$ cat src/hw/rtl/aabbfc_pkg.sv
// Shared types, constants and the rotated plane search for the box cull block.
package aabbfc_pkg;

  localparam int PLANE_COUNT = 6;
  localparam int PLANE_IDX_W = 3;
  localparam int NORM_W      = 16;
  localparam int CFG_W       = 64;
  // w is Q8.8, normals Q1.14: -2w at the product scale is -w shifted by 15
  localparam int BOUND_SHIFT = 15;

  // One packed plane register: w in the top field, then nz, ny, nx
  typedef struct packed {
    logic signed [NORM_W-1:0] w;
    logic signed [NORM_W-1:0] nz;
    logic signed [NORM_W-1:0] ny;
    logic signed [NORM_W-1:0] nx;
  } plane_t;

  // Stage load enables handed to each plane lane
  typedef struct packed {
    logic en2;
    logic en3;
  } pipe_ctl_t;

  typedef struct packed {
    logic                   culled;
    logic [PLANE_IDX_W-1:0] plane;
  } cull_res_t;

  // Pick the first culling plane in the order start, start+1, ... (mod 6)
  function automatic cull_res_t first_cull(input logic [PLANE_COUNT-1:0]  cull,
                                           input logic [PLANE_IDX_W-1:0] start);
    cull_res_t              res;
    logic [PLANE_IDX_W-1:0] s;
    logic [PLANE_IDX_W:0]   idx;
    res = '0;
    s = (start >= PLANE_IDX_W'(PLANE_COUNT)) ? start - PLANE_IDX_W'(PLANE_COUNT) : start;
    // walk from the last step down so the earliest step wins
    for (int i = PLANE_COUNT - 1; i >= 0; i--) begin
      idx = {1'b0, s} + (PLANE_IDX_W + 1)'(i);
      if (idx >= (PLANE_IDX_W + 1)'(PLANE_COUNT)) begin
        idx = idx - (PLANE_IDX_W + 1)'(PLANE_COUNT);
      end
      if (cull[idx[PLANE_IDX_W-1:0]]) begin
        res.culled = 1'b1;
        res.plane  = idx[PLANE_IDX_W-1:0];
      end
    end
    return res;
  endfunction

endpackage

$ cat src/hw/rtl/aabbfc_planes.sv
// Plane register file written through the configuration port.
module aabbfc_planes (
  input  logic                                 clk,
  input  logic                                 rst,
  input  logic                                 cfg_we,
  input  logic [aabbfc_pkg::PLANE_IDX_W-1:0]   cfg_index,
  input  logic [aabbfc_pkg::CFG_W-1:0]         cfg_data,
  output aabbfc_pkg::plane_t                   planes [aabbfc_pkg::PLANE_COUNT]
);
  import aabbfc_pkg::*;

  plane_t plane_reg [PLANE_COUNT];

  // Hold planes; drop writes to indexes beyond the last plane
  always_ff @(posedge clk) begin
    if (rst) begin
      for (int i = 0; i < PLANE_COUNT; i++) begin
        plane_reg[i] <= '0;
      end
    end else if (cfg_we && (cfg_index < PLANE_IDX_W'(PLANE_COUNT))) begin
      plane_reg[cfg_index] <= plane_t'(cfg_data);
    end
  end

  assign planes = plane_reg;

endmodule

$ cat config.mk
export PLATFORM = sky130hd
export DESIGN_NAME = aabbfc_planes
export DESIGN_NICKNAME = d
export VERILOG_FILES = /design/src/hw/rtl/aabbfc_pkg.sv /design/src/hw/rtl/aabbfc_planes.sv
export SDC_FILE = /design/constraint.sdc
export NUM_CORES = 1
export LEC_CHECK = 0
export ABC_AREA = 1
export BUFFER_PORTS_ARGS = -buffer_cell sky130_fd_sc_hd__clkbuf_2
export CAP_MARGIN = 10
export CELL_PAD_IN_SITES_DETAIL_PLACEMENT = 0
export CELL_PAD_IN_SITES_GLOBAL_PLACEMENT = 2
export CORE_MARGIN = 10
export CORE_UTILIZATION = 27
export DETAILED_ROUTE_END_ITERATION = 10
export MAX_ROUTING_LAYER = met4
export PLACE_DENSITY = 0.88
export SLEW_MARGIN = 20
export SYNTH_ARGS = -nofsm -noshare
export SYNTH_HDL_FRONTEND = slang
export SYNTH_SLANG_ARGS = --single-unit
$ cat constraint.sdc
create_clock -name clk -period 1.3 [get_ports clk]
set_input_delay 0.26 -clock clk [delete_from_list [all_inputs] [get_ports clk]]
set_output_delay 0.26 -clock clk [all_outputs]
set_load 0.02 [all_outputs]
; After elaboration in Yosys (flattened, before gate mapping)
; Index checks and enable logic that the tools add are counted.
[classes]
n_lt_le_gt_ge = 3
mux = 3
bitwise = 1
reduce_logical = 2
[ops]
columns = op, count
row1 = bitwise mux 384 bit, 1
row2 = demux 64 bit (select 3 bit), 1
row3 = 2-to-1 mux 64 bit, 1
row4 = ">= comparator 4 bit, second input constant", 1
row5 = "< comparator 4 x 1 -> 1 bit, second input constant", 1
row6 = NOT 3 -> 4 bit, 1
row7 = "< comparator 3 bit, second input constant", 1
row8 = logical AND 1 bit, 2
[totals]
register_bits = 384
inputBits = 70
out_inout_bits = 384
elab_cells = 33

; Longest topological paths before layout
; Gate-level depths: netlist (run 1).
[logic_depth]
word_depth = 6
mapped_depth = 7

; Worst setup path after synthesis (run 1)
; No wires, ideal clock.
[synth_timing]
path_kind = in2reg
from = input rst
to = register plane_reg (netlist bit planes[305])
setup_time_ps = 64
arrival_time_ps = 1023
required_time_ps = 1236
slack_ps = 213
path_stages = 5
n_path_buf = 2
cell_sequence = clkinv_1 > clkbuf_1 > clkbuf_1 > nand2_1 > nor2_1
[synth_rtl]
columns = item, line
row1 = "start, declared", aabbfc_planes.sv:4  ; input logic rst,
row2 = "end signal, assigned by index", aabbfc_planes.sv:21  ; plane_reg[cfg_index] <= plane_t'(cfg_data);
row3 = "end, declared", aabbfc_planes.sv:12  ; plane_t plane_reg [PLANE_COUNT];

; Worst setup path after layout (run 1)
[layout_timing]
from = register plane_reg (netlist bit planes[143])
to = output planes[143] in the netlist's numbering
[layout_rtl]
columns = item, line
row1 = "end, declared", aabbfc_planes.sv:8  ; output aabbfc_pkg::plane_t planes [aabbfc_pkg::PLANE_COUNT]
; No word-level cell between the ends.

==> results of run 1 <==
cell type report:
cell class                 count  share of cell area (%)
sequential                   384                    33.0
inverter                      70                    1.10
clock buffer                  67                    5.34
multi-input combinational   1551                    25.4
timing repair buffer         579                    30.3
tap                          748                    3.73
clock inverter                15                    1.04
what timing repair did:
action	in CTS	in global routing
endpoints found under the setup margin	384	384
gates cloned	0	0
setup buffers	15	14
gates resized for setup	1153	433
hold buffers	0	0
cell families after synthesis:
kind of cell           after synthesis  share of synthesized area (%)
and+or+nand+nor                   1551                           42.2
DFF                                384                           51.0
buffers and inverters              232                           6.77
layer usage:
layer / global-route usage (%) / share of wire, % / vias up / routed length, um
li1: - / - / 7669 / -
met1: 22.5 / 42 / 7367 / 26900
met2: 31.5 / 48 / 486 / 30800
met3: 4.88 / 6.9 / 99 / 4420
met4: 5.36 / 2.3 / 0 / 1450
met5: - / 0 / - / 0
path summary, 6_finish.rpt:
path	startpoint	endpoint	depth (start not counted)
setup / recovery	planes[143]	planes[143]	1
hold / removal	rst	planes[361]	4
setup reg to reg	planes[364]	planes[364]	4
hold reg to reg	planes[48]	planes[48]	2
cells in the final DEF, fill, tap and decap left out:
master	instances
buf_12	44
buf_4	82
buf_8	384
bufinv_16	7
clkbuf_1	11
clkbuf_16	47
clkbuf_2	69
clkbuf_8	9
clkinv_2	5
dfxtp_2	334
dfxtp_4	50
inv_1	68
inv_6	4
inv_8	1
nand2_1	387
nand2_2	2
nand3_1	384
nor2_1	768
nor2_4	10
stage by stage:
step                      setup WS [ps]  TNS [ps]  instances  utilization [%]  hold slack [ps]
after floorplan                     213         0       2167                -              539
after global placement             -166    -27620       3303             34.1              465
after detailed placement           -186    -38850       3303             34.1              472
after CTS                         -93.2    -20060       3400             44.2             41.7
after global routing              -79.7    -15360       3414             45.5             70.7
final                             -20.8      -869       3414             45.5             71.0
worst min-delay path: cells and delay by family:
kind,cells,cell delay [ps]
simple gates,2,100
buf+inv,2,240
power by group through the flow:
stage	sequential [uW]	combinational (uW)	clock, uW
floorplan	13100	1540	0
global placement	12700	3460	0
detailed placement	12700	3480	0
CTS	12600	4110	14200
global route	12700	4630	14600
finish	12600	4280	13800
==> run metrics, run 1 <==
status=finished, violations left; failing checks=negative setup slack; Clock Path Buffers=3; CP max stage delay=360 ps; FP Rows=86; Netlist cell types=13; Mapped Cells=2167; Int Pwr=22700 uW; actual slew at the worst max-slew pin=370 ps; core area=55200 um^2; most frequent cell after synthesis=nor2_1; Tmin final=1320 ps; drt drc=0; Area Overhead vs Synth=66.7%; Yosys top cell by area=dfxtp_1; Post-DP Area=18800 um^2; max_slew headroom=75.3%; main area contributors after synthesis=dfxtp_1, nor2_1, nand3_1; chip width=256 um; Worst-Skew Late Latency=570 ps; global-route wire length before repair=95800 um; Critical Path AT=1060 ps; CTS tree=built; share of the synthesized area in the top cell type=51.0%; Avg Cell Area, Syn=6.95 um^2; Worst Skew=0 ps; first drt pass iteration count=5; worst path bufs/invs=1; grt total ovfl=0; Clk pwr share=44.9%; I/O pin count=454; # fillers=5257; critical path required time=1040 ps; Mapped Area=15100 um^2; CTS Buf Count=45; CP startpoint kind=register; worst-path fanout max=2; DP Wirelength=43700 um; kind of critical path=reg -> out; Antenna diodes=0; P_sw=8040 uW; CP max stage cell=dfxtp_4; Routed WL=63500 um; area occupied by multi-input gates=6380 um^2; Setup crit end kind=output port; die area=65600 um^2; critical-path cell list=buf_8; number of synthesized flops with an enable pin=0; Synth async-reset ratio=0%; initial antenna violation count=0; Via density=4.58; fmax=0.757 GHz; max reg flops=384; vias post-DR=15600; slack of the worst reg-to-reg path=470 ps; Final period util=102%; final-stage net count=2701; maximum vdd drop=0.892 mV; design area=25100 um^2; Register Area=8290 um^2; DR WL/cell=18.6 um; Final Hold Fails=0; Leakage=0.0110 uW; RD Place Congestion=0.822; CTS sink cnt=384; Slew Viols, Final=0; synthesis-stage register bit count=384; pin count of the biggest net entering global routing=75; H-tree depth=2; PortBufs=453; Total Power=30700 uW; Finish-stage setup viols=112; Sw Share=26.2%; Pwr Density=1220 nW/um^2; Post-synth top cells=nor2_1, nand2_1, dfxtp_1, nand3_1, buf_2; ys flop type=dfxtp_1; Ys Warns=0; share of cells above drive strength 1=39.3%; Post-Syn Nets=2237; final setup margin=-20.8 ps; vias in the first global route=15400; fraction of the yosys area taken by sequential cells=51.0%; hold crit path type=in -> reg; Initial Utilization=27.3%; RSZ-0062 raised after global routing=true; Max Cap Viol=0; Clock transition at path regs=60 ps; Detailed Route Iter0 Violations=948; Combinational Power Share=14.0%; GRT Util Overall=19.0%; cell family with most CP delay=flip-flops; Die Y=256 um; Root Driver=clkbuf_16; sequential share of power=41.1%; post-route ant nets=0
Power figures use the tool's default switching activity.
==> run 2: changes to the inputs <==
==> constraint.sdc (replaced) <==
create_clock -name clk -period 1.39 [get_ports clk]
set_input_delay 0.278 -clock clk [delete_from_list [all_inputs] [get_ports clk]]
set_output_delay 0.278 -clock clk [all_outputs]
set_load 0.02 [all_outputs]
==> run 2 against run 1 <==
Critical path type unchanged. Register-to-register slack improved by 270 ps. Design area decreased by 7.5%. Hold slack got worse by 27 ps. The run now ends clean. Combinational power decreased by 14%. Worst setup slack improved by 51 ps. Largest cell class unchanged. Clock skew unchanged. Clock power decreased by 14%. Via count decreased by 1.8%.
==> run metrics, run 2 (synthesis results as in run 1) <==
CTS Hold Bufs=0 (unchanged); Worst-Skew Late Latency=560 ps (about the same); Clock Path Buffers=3 (unchanged); FP Rows=86 (unchanged); H-tree depth=2 (unchanged); core area=55200 um^2 (unchanged); chip width=256 um (unchanged); cell family with most CP delay=flip-flops; Final period util=97.8%; drt drc=0 (unchanged); I/O pin count=454 (unchanged); hold crit path type=in -> reg; maximum vdd drop=0.690 mV (-23%); die area=65600 um^2 (unchanged); Worst Skew=0 ps (unchanged); most common cell after layout, fill and taps aside=nor2_1; sequential share of power=43.1% (+2.0 points); Tmin final=1360 ps; actual slew at the worst max-slew pin=484 ps (+114 ps); max reg flops=384 (unchanged); Max Cap Viol=0 (unchanged); area occupied by multi-input gates=6380 um^2 (unchanged); Detailed Route Iter0 Violations=922 (-2.7%); Finish-stage setup viols=0 (-100%); Int Pwr=20000 uW (-12%); CP max stage delay=340 ps (-20 ps); P_sw=7240 uW (-9.9%); post-route ant nets=0 (unchanged); status=completed; kind of critical path=reg -> out; grt total ovfl=0 (unchanged); pin count of the biggest net entering global routing=98 (+31%); CTS tree=built; Critical Path AT=1080 ps (+20 ps); Setup crit end kind=output port; Die Y=256 um (unchanged); Non-Filler Instances=3394 (-0.59%); GRT Util Overall=18.5% (-0.52 points); Combinational Power Share=13.5% (-0.5 points); Root Driver=clkbuf_16; vias post-DR=15300 (-1.8%); CP max stage cell=dfxtp_1; worst path bufs/invs=1 (unchanged); Final Hold Fails=0 (unchanged); most frequent cells in the layout=nor2_1, nand2_1, nand3_1; vias in the first global route=15000 (-2.1%); Via density=4.52 (-1.2%); final-stage net count=2682 (-0.70%); Routed WL=61700 um (-2.9%); RD Place Congestion=0.802 (-2.4%); initial antenna violation count=1 (+1); cell count after placement=3313 (+0.30%); Total Power=27300 uW (-11%); global-route wire length before repair=93000 um (-2.9%); DR WL/cell=18.2 um (-2.3%); Sw Share=26.6% (+0.38 points); DP Wirelength=43800 um (+0.22%); worst-path fanout max=2 (unchanged); Register Area=8020 um^2 (-3.3%); Clock transition at path regs=60 ps (about the same); fmax=0.735 GHz; share of cells above drive strength 1=33.9% (-5.4 points); Clk pwr share=43.4% (-1.5 points); CP startpoint kind=register; Initial Utilization=27.3% (unchanged); CTS Buf Count=45 (unchanged); CTS sink cnt=384 (unchanged); critical-path cell list=clkbuf_2; Leakage=0.0104 uW (-5.2%); Slew Viols, Final=0 (unchanged); # fillers=5605 (+6.6%); Pwr Density=1170 nW/um^2 (-3.9%); critical path required time=1110 ps (+70 ps); max_slew headroom=67.7% (-7.6 points); PortBufs=453 (unchanged); first drt pass iteration count=7 (+2); Area Overhead vs Synth=54.1%
## run 2: power groups by stage
| stage | sequential, uW | combinational (uW) | clock (uW) |
|---|---|---|---|
| floorplan | 12300 | 1440 | 0 |
| global placement | 11900 | 3260 | 0 |
| detailed placement | 11900 | 3280 | 0 |
| CTS | 11700 | 3690 | 12200 |
| global route | 11800 | 4010 | 12600 |
| finish | 11700 | 3680 | 11800 |
## run 2: stage by stage
| step | cell area [um^2] | hold WS (ps) | setup slack [ps] | utilization, % | setup TNS, ps |
|---|---|---|---|---|---|
| after CTS | 23100 | 7.06 | -25.2 | 41.8 | -185 |
| after floorplan | 15100 | 557 | 285 | - | 0 |
| final | 23200 | 43.7 | 30.0 | 42.0 | 0 |
| after global routing | 23200 | 41.9 | -5.21 | 42.0 | -6.27 |
| after global placement | 18900 | 464 | -76.2 | 34.3 | -5090 |
| after detailed placement | 18900 | 473 | -143 | 34.3 | -21490 |
## run 2: repair_timing
item | in CTS | in global routing
endpoints found under the setup margin | 306 | 114
buffers inserted | 0 | 0
gates cloned | 0 | 0
gates resized for setup | 790 | 131
## run 2: path summary, 6_finish.rpt
check,from,to,slack (ps),cells past startpoint
hold reg to reg,planes[162],planes[162],480,2
setup reg to reg,planes[126],planes[126],740,2
hold / removal,rst,planes[294],40,4
setup / recovery,planes[311],planes[311],30,1
## run 2: area by class of cell
type,instances,share of cell area (%)
Sequential cell,384,34.5
Clock buffer,66,5.81
Clock inverter,14,0.561
Antenna cell,1,0.0108
Tap cell,748,4.03
Multi-Input combinational cell,1551,27.5
Timing Repair Buffer,560,26.4
Inverter,70,1.19
## run 2: worst register-to-register path: cells and delay by family (launching register included)
kind	cells	cell delay [ps]
DFF	1	350
and+or+nand+nor	2	190
## run 2: routing by layer
| layer | up-vias | global-route usage [%] | wire, um |
|---|---|---|---|
| met5 | - | - | 0 |
| met4 | 0 | 5.69 | 1510 |
| met3 | 85 | 4.54 | 4020 |
| met2 | 451 | 30.4 | 29600 |
| met1 | 7173 | 22.0 | 26600 |
| li1 | 7633 | - | - |
